**src/hw/rtl/brk_pkg.sv**
```systemverilog
// Shared types, constants and helpers for the two-level Bloch RK4 integrator.
`default_nettype none
package brk_pkg;

	// Widths of the datapath.
	localparam int DATA_W     = 32;
	localparam int RATE_W     = 24;
	localparam int MUL_W      = 34;
	localparam int PROD_W     = 2 * MUL_W;
	localparam int ACC_W      = 66;
	localparam int K_W        = 40;
	localparam int T_W        = 44;
	localparam int SUM_W      = 48;
	localparam int SAT_W      = 50;
	localparam int MET_W      = 48;
	localparam int MACC_W     = 50;
	localparam int DIFF_W     = 33;
	localparam int RAD_W      = 64;
	localparam int ROOT_W     = 32;
	localparam int COMP_N     = 8;
	localparam int COMP_W     = 3;
	localparam int RATE_FRAC  = 20;
	localparam int METRIC_SHIFT = 10;

	// Stream and configuration port widths.
	localparam int S_DATA_W   = 72;
	localparam int M_DATA_W   = 120;
	localparam int CFG_IDX_W  = 3;
	localparam int CFG_DATA_W = 48;

	// Configuration register indexes.
	localparam logic [CFG_IDX_W-1:0] CFG_STEP    = 3'd0;
	localparam logic [CFG_IDX_W-1:0] CFG_DECAY   = 3'd1;
	localparam logic [CFG_IDX_W-1:0] CFG_DEPHASE = 3'd2;
	localparam logic [CFG_IDX_W-1:0] CFG_DRIVE   = 3'd3;
	localparam logic [CFG_IDX_W-1:0] CFG_THRESH  = 3'd4;

	// Configuration reset values.
	localparam logic [RATE_W-1:0] STEP_RST    = 24'd209715;
	localparam logic [RATE_W-1:0] DECAY_RST   = 24'd241172;
	localparam logic [RATE_W-1:0] DEPHASE_RST = 24'd524288;
	localparam logic [RATE_W-1:0] DRIVE_RST   = 24'd2202042;
	localparam logic [MET_W-1:0]  THRESH_RST  = 48'd110;

	// Commands.
	localparam logic CMD_STEP = 1'b0;
	localparam logic CMD_LOAD = 1'b1;

	// Matrix components: element times two, plus one for the imaginary part.
	localparam logic [COMP_W-1:0] C_GROUND_RE = 3'd0;
	localparam logic [COMP_W-1:0] C_GROUND_IM = 3'd1;
	localparam logic [COMP_W-1:0] C_UP_RE     = 3'd2;
	localparam logic [COMP_W-1:0] C_UP_IM     = 3'd3;
	localparam logic [COMP_W-1:0] C_DOWN_RE   = 3'd4;
	localparam logic [COMP_W-1:0] C_DOWN_IM   = 3'd5;
	localparam logic [COMP_W-1:0] C_EXC_RE    = 3'd6;
	localparam logic [COMP_W-1:0] C_EXC_IM    = 3'd7;

	localparam logic signed [DATA_W-1:0] ONE_Q30 = 32'sh4000_0000;

	// Sequencer states.
	typedef enum logic [4:0] {
		ST_IDLE, ST_DER_A, ST_DER_B, ST_SCL_LO, ST_SCL_HI, ST_SCL_WB, ST_STG_NEXT,
		ST_DIV_GO, ST_DIV_WAIT, ST_DIF_RE, ST_DIF_IM, ST_SQ_RE, ST_SQ_IM,
		ST_ROOT_GO, ST_ROOT_WAIT, ST_MET, ST_MET_ACC, ST_DONE
	} state_t;

	// Control of the shared multiply-accumulate unit.
	typedef struct packed {
		logic en;
		logic clr;
		logic sub;
		logic shl;
	} mac_ctl_t;

	// Saturate a wide signed value to Q2.30.
	function automatic logic signed [DATA_W-1:0] sat32(input logic signed [SAT_W-1:0] v);
		logic signed [SAT_W-1:0] hi;
		logic signed [SAT_W-1:0] lo;
		hi = {{(SAT_W-DATA_W+1){1'b0}}, {(DATA_W-1){1'b1}}};
		lo = {{(SAT_W-DATA_W+1){1'b1}}, {(DATA_W-1){1'b0}}};
		if (v > hi) begin
			return hi[DATA_W-1:0];
		end else if (v < lo) begin
			return lo[DATA_W-1:0];
		end
		return v[DATA_W-1:0];
	endfunction

endpackage
`default_nettype wire

```
**src/hw/rtl/brk_mac.sv**
```systemverilog
// Shared signed multiply-accumulate unit.
`default_nettype none
module brk_mac (
	input  logic                                clk,
	input  logic                                arst_n,
	input  brk_pkg::mac_ctl_t                   ctl,
	input  logic signed [brk_pkg::MUL_W-1:0]    a,
	input  logic signed [brk_pkg::MUL_W-1:0]    b,
	output logic signed [brk_pkg::ACC_W-1:0]    acc
);
	import brk_pkg::*;

	logic signed [PROD_W-1:0] prod;
	logic signed [ACC_W-1:0]  term;
	logic signed [ACC_W-1:0]  base;
	logic signed [ACC_W-1:0]  acc_q;

	// One product, optionally moved up by the rate fraction, added or subtracted.
	always_comb begin
		prod = a * b;
		term = ctl.shl ? ACC_W'(prod <<< RATE_FRAC) : ACC_W'(prod);
		base = ctl.clr ? '0 : acc_q;
	end

	always_ff @(posedge clk or negedge arst_n) begin
		if (!arst_n) begin
			acc_q <= '0;
		end else if (ctl.en) begin
			acc_q <= ctl.sub ? base - term : base + term;
		end
	end

	assign acc = acc_q;

endmodule
`default_nettype wire

```
**config.mk**
```make
export PLATFORM = sky130hd
export DESIGN_NAME = brk_mac
export DESIGN_NICKNAME = d
export VERILOG_FILES = /design/src/hw/rtl/brk_pkg.sv /design/src/hw/rtl/brk_mac.sv
export SDC_FILE = /design/constraint.sdc
export NUM_CORES = 2
export LEC_CHECK = 0
export BUFFER_PORTS_ARGS = -buffer_cell sky130_fd_sc_hd__buf_4
export CORE_ASPECT_RATIO = 0.7
export CORE_MARGIN = 2
export CORE_UTILIZATION = 35
export CTS_CLUSTER_DIAMETER = 50
export DETAILED_ROUTE_END_ITERATION = 8
export PLACE_DENSITY_LB_ADDON = 0.08
export SETUP_SLACK_MARGIN = 0.05
export SYNTH_ARGS = -nofsm -noshare
export SYNTH_HDL_FRONTEND = slang
export SYNTH_SLANG_ARGS = --single-unit
```
**constraint.sdc**
```tcl
create_clock -name clk -period 6.91 [get_ports clk]
set_input_delay 1.382 -clock clk [delete_from_list [all_inputs] [get_ports clk]]
set_output_delay 1.382 -clock clk [all_outputs]
set_load 0.02 [all_outputs]
```
==> summary.md <==
| Metric | Value |
|---|---|
| Syn Inst Count | `5655` |
| Layout cells sized above 1 | `0.2799` |
| Initial core utilization | `0.3520` |
| Compound-Gate Fraction of Synth Area | `0.08172` |
| Simple-gate share of the synthesized area | `0.1738` |
| Die height | `roughly 320 µm` |
| Cell mode on critical path | `fa_1` |
| H-tree Lvls | `3` |
| Fmax | `0.08519 GHz` |
| Final net count | `between 8000 and 9000` |
| Clock buffer depth | `2` |
| Die Wd | `around 460 µm` |
| Drt wl/cell | `slightly below 20 µm` |
| Num ports | `140` |
| PortBufs | `between 100 and 150` |
| Routed wire length | `168900 µm` |
| GR Overflow Total | `0` |
| Synth Area in Adders | `0.5529` |
| Filler Cell Count | `14010` |
| Crit path DAT | `11.99 ns` |
| Clk root buf | `clkbuf_16` |
| Worst Reg-to-Reg Cells | `19` |
| Design Area, Final | `between 0.06 and 0.07 mm²` |
| Hold path start | `acc[3]` |
| Slowest cell delay on critical path | `about 0.57 ns` |
| R2R setup slack | `roughly 2.5 ns` |
| CP Launch Type | `primary input` |
| Final slew viol count | `0` |
| Critical Path Fanout Max | `8` |
| Crit. End Element | `register` |
| CTS tree | `yes` |
| Crit Reg-Reg Startpoint | `acc[0]` |
| Die area | `around 0.15 mm²` |
| Number of flip-flops in the largest register | `66` |
| # hold bufs at CTS | `0` |
| Total CTS buffers | `9` |
| Main combinational cell family by area after synthesis | `adder cells` |
| Yosys top cell by area | `fa_1` |
| Worst-Skew Late Latency | `between 0.3 and 0.4 ns` |
| Worst Path Required | `just over 7 ns` |
| Slowest CP cell | `fa_1` |
| Seq/Total Area, Yosys | `0.03289` |
| Largest net degree at the start of global routing | `59` |
| Top_reg_cell synth | `dfrtp_1` |
| Clk pin slew, worst setup/hold paths | `approximately 0.07 ns` |
| Core Area | `approximately 0.14 mm²` |
| Sink Count | `66` |
| Count leader, synth | `fa_1` |
| Area Growth Syn to Fin | `29.95%` |
| Syn_nets | `7216` |
| Most frequent cells after synthesis | `1220 x fa_1, 1196 x inv_1, 724 x nand2_1` |
| Multi-input logic area | `between 0.04 and 0.05 mm²` |
| Setup_tns | `-200.52 ns` |
| Final ANT Viol Nets | `0` |
| Vias in the first global route | `~44000` |
| Vias per cell | `around 4.7` |
| Mux share of post-synthesis cell area | `0.01595` |
| Worst Skew | `between 0.01 and 0.015 ns` |
| Seq cells post-synth | `66` |
| Final period util | `1.699` |
| Min Clock Period, post-route | `11.74 ns` |
| Diode count | `0` |
| FF-to-FF End | `acc[36]` |
| Yosys top cell area share | `0.4863` |
| Initial antenna violation count | `3` |
| Routability cong. | `between 0.8 and 0.9` |
| Vias | `40450` |
| Placed cells | `around 8400` |
| EDFF count, synth | `0` |
| Gr usage total | `0.2359` |
| Post-synth ARST share | `1.000` |
| # rows | `about 120` |
| Relative slew slack | `0.4144` |
| Fin. Hold Viols | `0` |
| Layout Cells excl Fill | `about 8500` |
| RSZ-0062 raised after global routing | `yes` |
| Global-route wire length before repair | `268700 µm` |
| Worst-Margin Slew | `around 0.88 ns` |
| Status | `complete, but fails checks` |
| Kind of critical path | `in -> reg` |
| DP HPWL | `between 100000 and 150000 µm` |
| Drt pass-1 iters | `5` |
| Failing checks | `setup timing` |
| Post-synthesis xor/xnor area fraction | `0.03069` |
| Synth warn | `0` |
| Top post-synthesis cells by area | `fa_1 49%, inv_1 8.9%, and2_1 7.1%` |
| Mean Syn Cell Area | `between 8 and 9 µm²` |
| Placement Cell Area | `0.06088 mm²` |
| Residual DRC count | `0` |
| Sequential Area | `approximately 0.0017 mm²` |
| Cell area after synthesis | `0.05022 mm²` |
| Hold Path End | `acc[3]` |
| Distinct cells, synth | `100` |
| Final Worst Setup Slack | `-4.828 ns` |
| Hold Crit Class | `reg -> reg` |
| Hold Crit Depth | `2` |
| DRT iter0 DRCs | `approximately 2200` |
| Total of max-cap violations | `0` |
| Final Setup Violations | `57` |
==> how the worst max path moves through the flow <==
| stage | endpoint | slack [ns] | depth (start not counted) | start |
|---|---|---|---|---|
| after floorplan | acc[65] | -4.47 | 43 | a[23] |
| after global placement | acc[65] | -5.81 | 44 | b[1] |
| after detailed placement | acc[65] | -5.94 | 44 | b[1] |
| after CTS | acc[65] | -4.89 | 46 | b[3] |
| after global routing | acc[65] | -5.21 | 47 | a[12] |
| final | acc[65] | -4.83 | 47 | a[12] |
==> logic make-up after synthesis <==
logic type,after synthesis
adders and majority gates,1487
muxes,73
buffers and inverters,1492
xor gates and xnor gates,176
DFF,66
and+or+nand+nor,1748
AOI/OAI and AO/OA,613
==> what timing repair did <==
item / 4_1_cts / 5_1_grt
buffers inserted: 94 / 68
pin swaps: 187 / 234
cloned: 0 / 4
gates resized for setup: 341 / 310
setup endpoints to repair: 59 / 59
==> cell type report <==
cell class / instances / share of cell area
Multi-Input combinational cell: 4097 / 0.7030
Sequential cell: 66 / 0.02531
Inverter: 1199 / 0.06896
Timing Repair Buffer: 1262 / 0.1621
Clock buffer: 9 / 0.003451
Tap cell: 1888 / 0.03620
Clock inverter: 6 / 0.001054
==> metal layers <==
metal | vias to the layer above | global-route usage | wire (µm)
li1 | 18940 | - | -
met2 | 655 | 0.3473 | 70950
met3 | 59 | 0.02433 | 6974
met1 | 20790 | 0.3833 | 89910
met4 | 6 | 0.01624 | 1031
met5 | - | 0 | 31
==> critical path, delay by kind of cell <==
family | cells | cell delay (ns)
fa+ha+maj | 10 | 4.43
compound gates | 12 | 2.62
simple gates | 10 | 1.86
buf+inv | 12 | 1.12
xor+xnor | 3 | 0.54
==> layout by cell type (no fill, tap or decap), drive strengths merged, types with 35 or more instances in the layout <==
| cell | netlist | layout |
|---|---|---|
| a21o | 75 | 75 |
| a21oi | 200 | 200 |
| a31oi | 37 | 37 |
| and2 | 573 | 573 |
| buf | 22 | 1258 |
| dfrtp | 66 | 66 |
| fa | 1220 | 1220 |
| ha | 267 | 267 |
| inv | 1197 | 1198 |
| mux2 | 56 | 56 |
| nand2 | 725 | 725 |
| nand3 | 35 | 35 |
| nor2 | 154 | 154 |
| nor2b | 80 | 80 |
| nor3 | 44 | 44 |
| o21ai | 96 | 96 |
| xnor2 | 112 | 112 |
| xor2 | 64 | 64 |
==> stage by stage <==
step / setup slack [ns] / utilization / hold slack (ns)
2_1_floorplan: -4.472 / - / 0.6014
3_3_place_gp: -5.814 / 0.4267 / 0.4889
3_5_place_dp: -5.942 / 0.4267 / 0.4944
4_1_cts: -4.888 / 0.4444 / 0.5113
5_1_grt: -5.213 / 0.4574 / 0.5369
6_report: -4.828 / 0.4574 / 0.5044
Power is left out: the tool's default activity adds up to more than one toggle a clock period on the data nets, which glitch-free logic cannot reach.
