[src/hw/rtl/brk_pkg.sv]
// Shared types, constants and helpers for the two-level Bloch RK4 integrator.
`default_nettype none
package brk_pkg;

	// Widths of the datapath.
	localparam int DATA_W     = 32;
	localparam int RATE_W     = 24;
	localparam int MUL_W      = 34;
	localparam int PROD_W     = 2 * MUL_W;
	localparam int ACC_W      = 66;
	localparam int K_W        = 40;
	localparam int T_W        = 44;
	localparam int SUM_W      = 48;
	localparam int SAT_W      = 50;
	localparam int MET_W      = 48;
	localparam int MACC_W     = 50;
	localparam int DIFF_W     = 33;
	localparam int RAD_W      = 64;
	localparam int ROOT_W     = 32;
	localparam int COMP_N     = 8;
	localparam int COMP_W     = 3;
	localparam int RATE_FRAC  = 20;
	localparam int METRIC_SHIFT = 10;

	// Stream and configuration port widths.
	localparam int S_DATA_W   = 72;
	localparam int M_DATA_W   = 120;
	localparam int CFG_IDX_W  = 3;
	localparam int CFG_DATA_W = 48;

	// Configuration register indexes.
	localparam logic [CFG_IDX_W-1:0] CFG_STEP    = 3'd0;
	localparam logic [CFG_IDX_W-1:0] CFG_DECAY   = 3'd1;
	localparam logic [CFG_IDX_W-1:0] CFG_DEPHASE = 3'd2;
	localparam logic [CFG_IDX_W-1:0] CFG_DRIVE   = 3'd3;
	localparam logic [CFG_IDX_W-1:0] CFG_THRESH  = 3'd4;

	// Configuration reset values.
	localparam logic [RATE_W-1:0] STEP_RST    = 24'd209715;
	localparam logic [RATE_W-1:0] DECAY_RST   = 24'd241172;
	localparam logic [RATE_W-1:0] DEPHASE_RST = 24'd524288;
	localparam logic [RATE_W-1:0] DRIVE_RST   = 24'd2202042;
	localparam logic [MET_W-1:0]  THRESH_RST  = 48'd110;

	// Commands.
	localparam logic CMD_STEP = 1'b0;
	localparam logic CMD_LOAD = 1'b1;

	// Matrix components: element times two, plus one for the imaginary part.
	localparam logic [COMP_W-1:0] C_GROUND_RE = 3'd0;
	localparam logic [COMP_W-1:0] C_GROUND_IM = 3'd1;
	localparam logic [COMP_W-1:0] C_UP_RE     = 3'd2;
	localparam logic [COMP_W-1:0] C_UP_IM     = 3'd3;
	localparam logic [COMP_W-1:0] C_DOWN_RE   = 3'd4;
	localparam logic [COMP_W-1:0] C_DOWN_IM   = 3'd5;
	localparam logic [COMP_W-1:0] C_EXC_RE    = 3'd6;
	localparam logic [COMP_W-1:0] C_EXC_IM    = 3'd7;

	localparam logic signed [DATA_W-1:0] ONE_Q30 = 32'sh4000_0000;

	// Sequencer states.
	typedef enum logic [4:0] {
		ST_IDLE, ST_DER_A, ST_DER_B, ST_SCL_LO, ST_SCL_HI, ST_SCL_WB, ST_STG_NEXT,
		ST_DIV_GO, ST_DIV_WAIT, ST_DIF_RE, ST_DIF_IM, ST_SQ_RE, ST_SQ_IM,
		ST_ROOT_GO, ST_ROOT_WAIT, ST_MET, ST_MET_ACC, ST_DONE
	} state_t;

	// Control of the shared multiply-accumulate unit.
	typedef struct packed {
		logic en;
		logic clr;
		logic sub;
		logic shl;
	} mac_ctl_t;

	// Saturate a wide signed value to Q2.30.
	function automatic logic signed [DATA_W-1:0] sat32(input logic signed [SAT_W-1:0] v);
		logic signed [SAT_W-1:0] hi;
		logic signed [SAT_W-1:0] lo;
		hi = {{(SAT_W-DATA_W+1){1'b0}}, {(DATA_W-1){1'b1}}};
		lo = {{(SAT_W-DATA_W+1){1'b1}}, {(DATA_W-1){1'b0}}};
		if (v > hi) begin
			return hi[DATA_W-1:0];
		end else if (v < lo) begin
			return lo[DATA_W-1:0];
		end
		return v[DATA_W-1:0];
	endfunction

endpackage
`default_nettype wire

[src/hw/rtl/brk_div6.sv]
// Signed divide by six, truncating toward zero, eight quotient bits per cycle.
`default_nettype none
module brk_div6 (
	input  logic                                clk,
	input  logic                                arst_n,
	input  logic                                start,
	input  logic signed [brk_pkg::SUM_W-1:0]    dividend,
	output logic                                done,
	output logic signed [brk_pkg::SUM_W-1:0]    quotient
);
	import brk_pkg::*;

	localparam int DIGIT_W = 8;
	localparam int STEPS   = SUM_W / DIGIT_W;
	localparam int CNT_W   = $clog2(STEPS);
	localparam logic [3:0] DIVISOR = 4'd6;

	logic [SUM_W-1:0]   mag_q;
	logic [2:0]         rem_q;
	logic [CNT_W-1:0]   cnt_q;
	logic               run_q;
	logic               neg_q;
	logic               done_q;
	logic [2:0]         rem_c;
	logic [3:0]         part_c;
	logic [DIGIT_W-1:0] qbits_c;

	// Long division of the next eight dividend bits against the remainder.
	always_comb begin
		rem_c   = rem_q;
		qbits_c = '0;
		part_c  = '0;
		for (int i = 0; i < DIGIT_W; i++) begin
			part_c = {rem_c, mag_q[SUM_W-1-i]};
			if (part_c >= DIVISOR) begin
				part_c = part_c - DIVISOR;
				qbits_c[DIGIT_W-1-i] = 1'b1;
			end
			rem_c = part_c[2:0];
		end
	end

	always_ff @(posedge clk or negedge arst_n) begin
		if (!arst_n) begin
			run_q  <= 1'b0;
			done_q <= 1'b0;
			cnt_q  <= '0;
			neg_q  <= 1'b0;
			rem_q  <= '0;
			mag_q  <= '0;
		end else begin
			done_q <= 1'b0;
			if (start) begin
				mag_q <= dividend[SUM_W-1] ? SUM_W'(-dividend) : SUM_W'(dividend);
				neg_q <= dividend[SUM_W-1];
				rem_q <= '0;
				cnt_q <= '0;
				run_q <= 1'b1;
			end else if (run_q) begin
				mag_q <= {mag_q[SUM_W-DIGIT_W-1:0], qbits_c};
				rem_q <= rem_c;
				cnt_q <= cnt_q + 1'b1;
				if (cnt_q == CNT_W'(STEPS - 1)) begin
					run_q  <= 1'b0;
					done_q <= 1'b1;
				end
			end
		end
	end

	assign done     = done_q;
	assign quotient = neg_q ? -$signed(mag_q) : $signed(mag_q);

endmodule
`default_nettype wire

[config.mk]
export PLATFORM = sky130hd
export DESIGN_NAME = brk_div6
export DESIGN_NICKNAME = d
export VERILOG_FILES = /design/src/hw/rtl/brk_pkg.sv /design/src/hw/rtl/brk_div6.sv
export SDC_FILE = /design/constraint.sdc
export NUM_CORES = 1
export LEC_CHECK = 0
export BUFFER_PORTS_ARGS = -buffer_cell sky130_fd_sc_hd__buf_2
export CORE_MARGIN = 1.5
export CORE_UTILIZATION = 45
export CTS_CLUSTER_SIZE = 8
export DETAILED_ROUTE_END_ITERATION = 8
export GPL_ROUTABILITY_DRIVEN = 0
export HOLD_SLACK_MARGIN = 0.02
export PLACE_DENSITY = 0.64
export SYNTH_ARGS = -nofsm -noshare
export SYNTH_HDL_FRONTEND = slang
export SYNTH_SLANG_ARGS = --single-unit
[constraint.sdc]
create_clock -name clk -period 3.5 [get_ports clk]
set_input_delay 0.525 -clock clk [delete_from_list [all_inputs] [get_ports clk]]
set_output_delay 0.525 -clock clk [all_outputs]
set_load 0.1 [all_outputs]
==> metrics.cfg <==
[routing]
drc = 0
wire_per_inst_um = 16.94
dr.pass1.iters = 5
routed_wl_um = 15250
ant_nets = 0
drt-initial-drc-count = 256
viasPerCell = 5.743
num_vias = 5169

[floorplan]
start_util_pct = 46.40
io_pins = 100
dieArea_mm2 = 0.01249
die_w_um = 111.7
dieHeight_um = 111.7
fp-row-count = 39
core_area_mm2 = 0.01147

[power]
pwr-share-clk_pct = 17.7
internal_power_mw = 2.323
p_leak_nw = 3.198
combPwrFrac_pct = 61.1
p_per_area_mw_per_mm2 = 672.0
switching_share_pct = 52.39
irDropWorstVdd_v = 0.0006068
pwr-share-seq_pct = 21.2
switchingPower_mw = 2.557
power_mw = 4.880

[sta]
slew_headroom_pct = 45.43
slew_violations = 0
whs_ns = 0.1661
hold_viol_final = 0
finalSetupViolCount = 20
worstMarginPinSlew_ns = 0.8185
fin_crit_sh_pct = 103.6
period_minus_slack_ns = 3.627
fin_ws_ns = -0.1270
max_freq_mhz = 275.7
finalClockSkew_ns = 0.007471
rsz0062_at_grt = yes

[layout]
utilization_pct = 63.33
final_cells = 900
most-common-layout-cells = nand2_1, buf_2, o21ai_0, xnor2_1, dfrtp_1
fin_nets = 807
syn2layout_area_growth_pct = 36.47
final_common_cell = nand2_1
diodes = 0
drive_gt1_share_pct = 31.70

[synthesis]
synth_edf_count = 0
synth_seq_cells = 57
synth_fp_nets = 708
syn_area_per_cell_um2 = 8.149
synthArstFlopShare_pct = 100.0
ys_seq_area_share_pct = 26.80
synth_cells = 653
yosys_most_used_dff = dfrtp_1
yosysWarnings = 0
syn_area_mm2 = 0.005321
ys_types = 60

[global_routing]
grt_max_degree = 51
track_usage_pct = 24.72
grt_pass1_wl_um = 24860
antenna_found_initial = 0
grt_pass1_vias = 4866
overflow = 0

[clocking]
clock_path_buffers = 2
clkTransAtPathRegs_ns = 0.05
clk_latency_ns = 0.33
clkSinkCount = 57
cts_tree = done
cts_buffers = 9
htreeDepth = 3
root_buffer = clkbuf_16

[worst_hold_path]
min_path_type = in -> async

[critical_path]
endpoint_kind = output pin
start_kind = register
crit_required_ns = 2.97
arrival_ns = 3.10
worstPathMaxFanout = 4
path_class = reg -> out

[placement]
port_buffers = 99
dp.cells = 872
hpwl_um = 11200

[run]
drv_cap = 0

[run_status]
violations = setup timing
status = complete, but fails checks

## repair_timing
item | in CTS | in global routing
setup buffers | 9 | 3
endpoints found under the setup margin | 27 | 28
gates resized for setup | 58 | 11
cloned | 0 | 0
pin swaps | 13 | 8
hold buffers | 0 | 0
## metal layers
layer	vias to the layer above	GRT usage, %	wire (um)
li1	2574	-	-
met1	2438	34.10	7007
met2	133	40.53	7244
met3	24	3.321	679
met4	0	7.426	318
met5	-	0	0
## Yosys cell counts, types with 2 or more instances
cell type  instances  area share (%)
buf_1              8            0.56
o41ai_1           10             1.6
inv_1             13            0.92
maj3_1             2            0.38
or3_4              2            0.42
a21bo_2            2            0.38
o21ai_0           75             7.1
nor3b_1            4            0.56
nand3_1           11             1.0
a21oi_1           22             2.1
nor2_1            36             2.5
a311oi_1           3            0.49
dfrtp_1           57              27
nand3b_1           7            0.99
nand2_1           77             5.4
a211oi_1           7            0.99
o41ai_2            4             1.2
o21ai_1            6            0.56
nand4_1            4            0.47
a31o_2             3            0.49
o31ai_1           25             3.5
xor2_1            14             2.3
clkbuf_1          33             2.3
buf_2              5            0.47
nor3_1             5            0.47
or4_1              9             1.3
o21bai_1           2            0.28
and3b_1            2            0.33
or4_4              3            0.63
o31ai_2            2            0.47
nor4_4             2            0.80
nor2b_1           10             1.2
o211ai_1           4            0.56
or3_1             11             1.3
nor4b_1            3            0.49
ha_1               4            0.94
nor4_1             6            0.71
or2_2              7            0.82
mux2_2             6             1.3
mux2i_1           37             7.0
a31oi_1            6            0.71
o211a_1            3            0.56
xnor2_1           82              13
nand2b_1           3            0.35
## stage by stage
stage / setup TNS (ns) / setup WS, ns / cell area, um2
finish: -1.310 / -0.1270 / 7262
global route: -3.180 / -0.2078 / 7262
CTS: -1.202 / -0.1407 / 7184
detailed placement: -0.03138 / -0.03138 / 6584
global placement: 0 / 0.05983 / 6584
floorplan: -0.3528 / -0.1933 / 5494
## worst max-delay path, stage by stage (launching register included)
cell and delay [ns]:
dfrtp_1 0.37, or4_4 0.57, or3_1 0.38, or3_4 0.39
nor2_2 0.23, nand2_2 0.14, o41ai_2 0.22, buf_4 0.17
xnor2_2 0.12, buf_12 0.20
## cells by family after synthesis
kind of cell	after synthesis	synth area share, %
buffers and inverters	60	4.420
AOI/OAI and AO/OA	184	22.83
xor gates and xnor gates	96	15.80
DFF	57	26.80
adders and majority gates	6	1.317
and+or+nand+nor	207	20.60
muxes	43	8.229
## final cells by class
class | instances | area (um2)
fill | 956 | 4205
tap | 143 | 178.9
inverter | 13 | 48.80
multi-input combinational | 536 | 4089
clock buffer | 13 | 250.2
sequential | 57 | 1429
clock inverter | 3 | 40.04
timing repair buffer | 135 | 1226
## worst paths after layout
check / startpoint / end / slack (ns) / cells after the start
min: arst_n / mag_q[41] / 0.17 / 1
min reg2reg: cnt_q[2] / cnt_q[2] / 0.55 / 2
max: mag_q[23] / quotient[36] / -0.13 / 9
min in group clk: dividend[37] / mag_q[37] / 0.53 / 4
max reg2reg: mag_q[46] / rem_q[2] / 0.36 / 8
max in group asynchronous: arst_n / mag_q[30] / 2.67 / 2
## registers in the layout, summed over array words and instances (netlist names)
signal	cells
cnt_q	3
done	1
mag_q	48
neg_q	1
rem_q	3
run_q	1
## power groups by stage
stage	registers, mW	logic [mW]	clock network [mW]
2_1_floorplan	0.919	2.22	0
3_3_place_gp	1.02	2.87	0
3_5_place_dp	1.03	2.90	0
4_1_cts	1.03	2.97	0.875
5_1_grt	1.06	3.13	0.905
6_report	1.04	2.98	0.863
No activity file was read; power rests on OpenSTA's default activity.
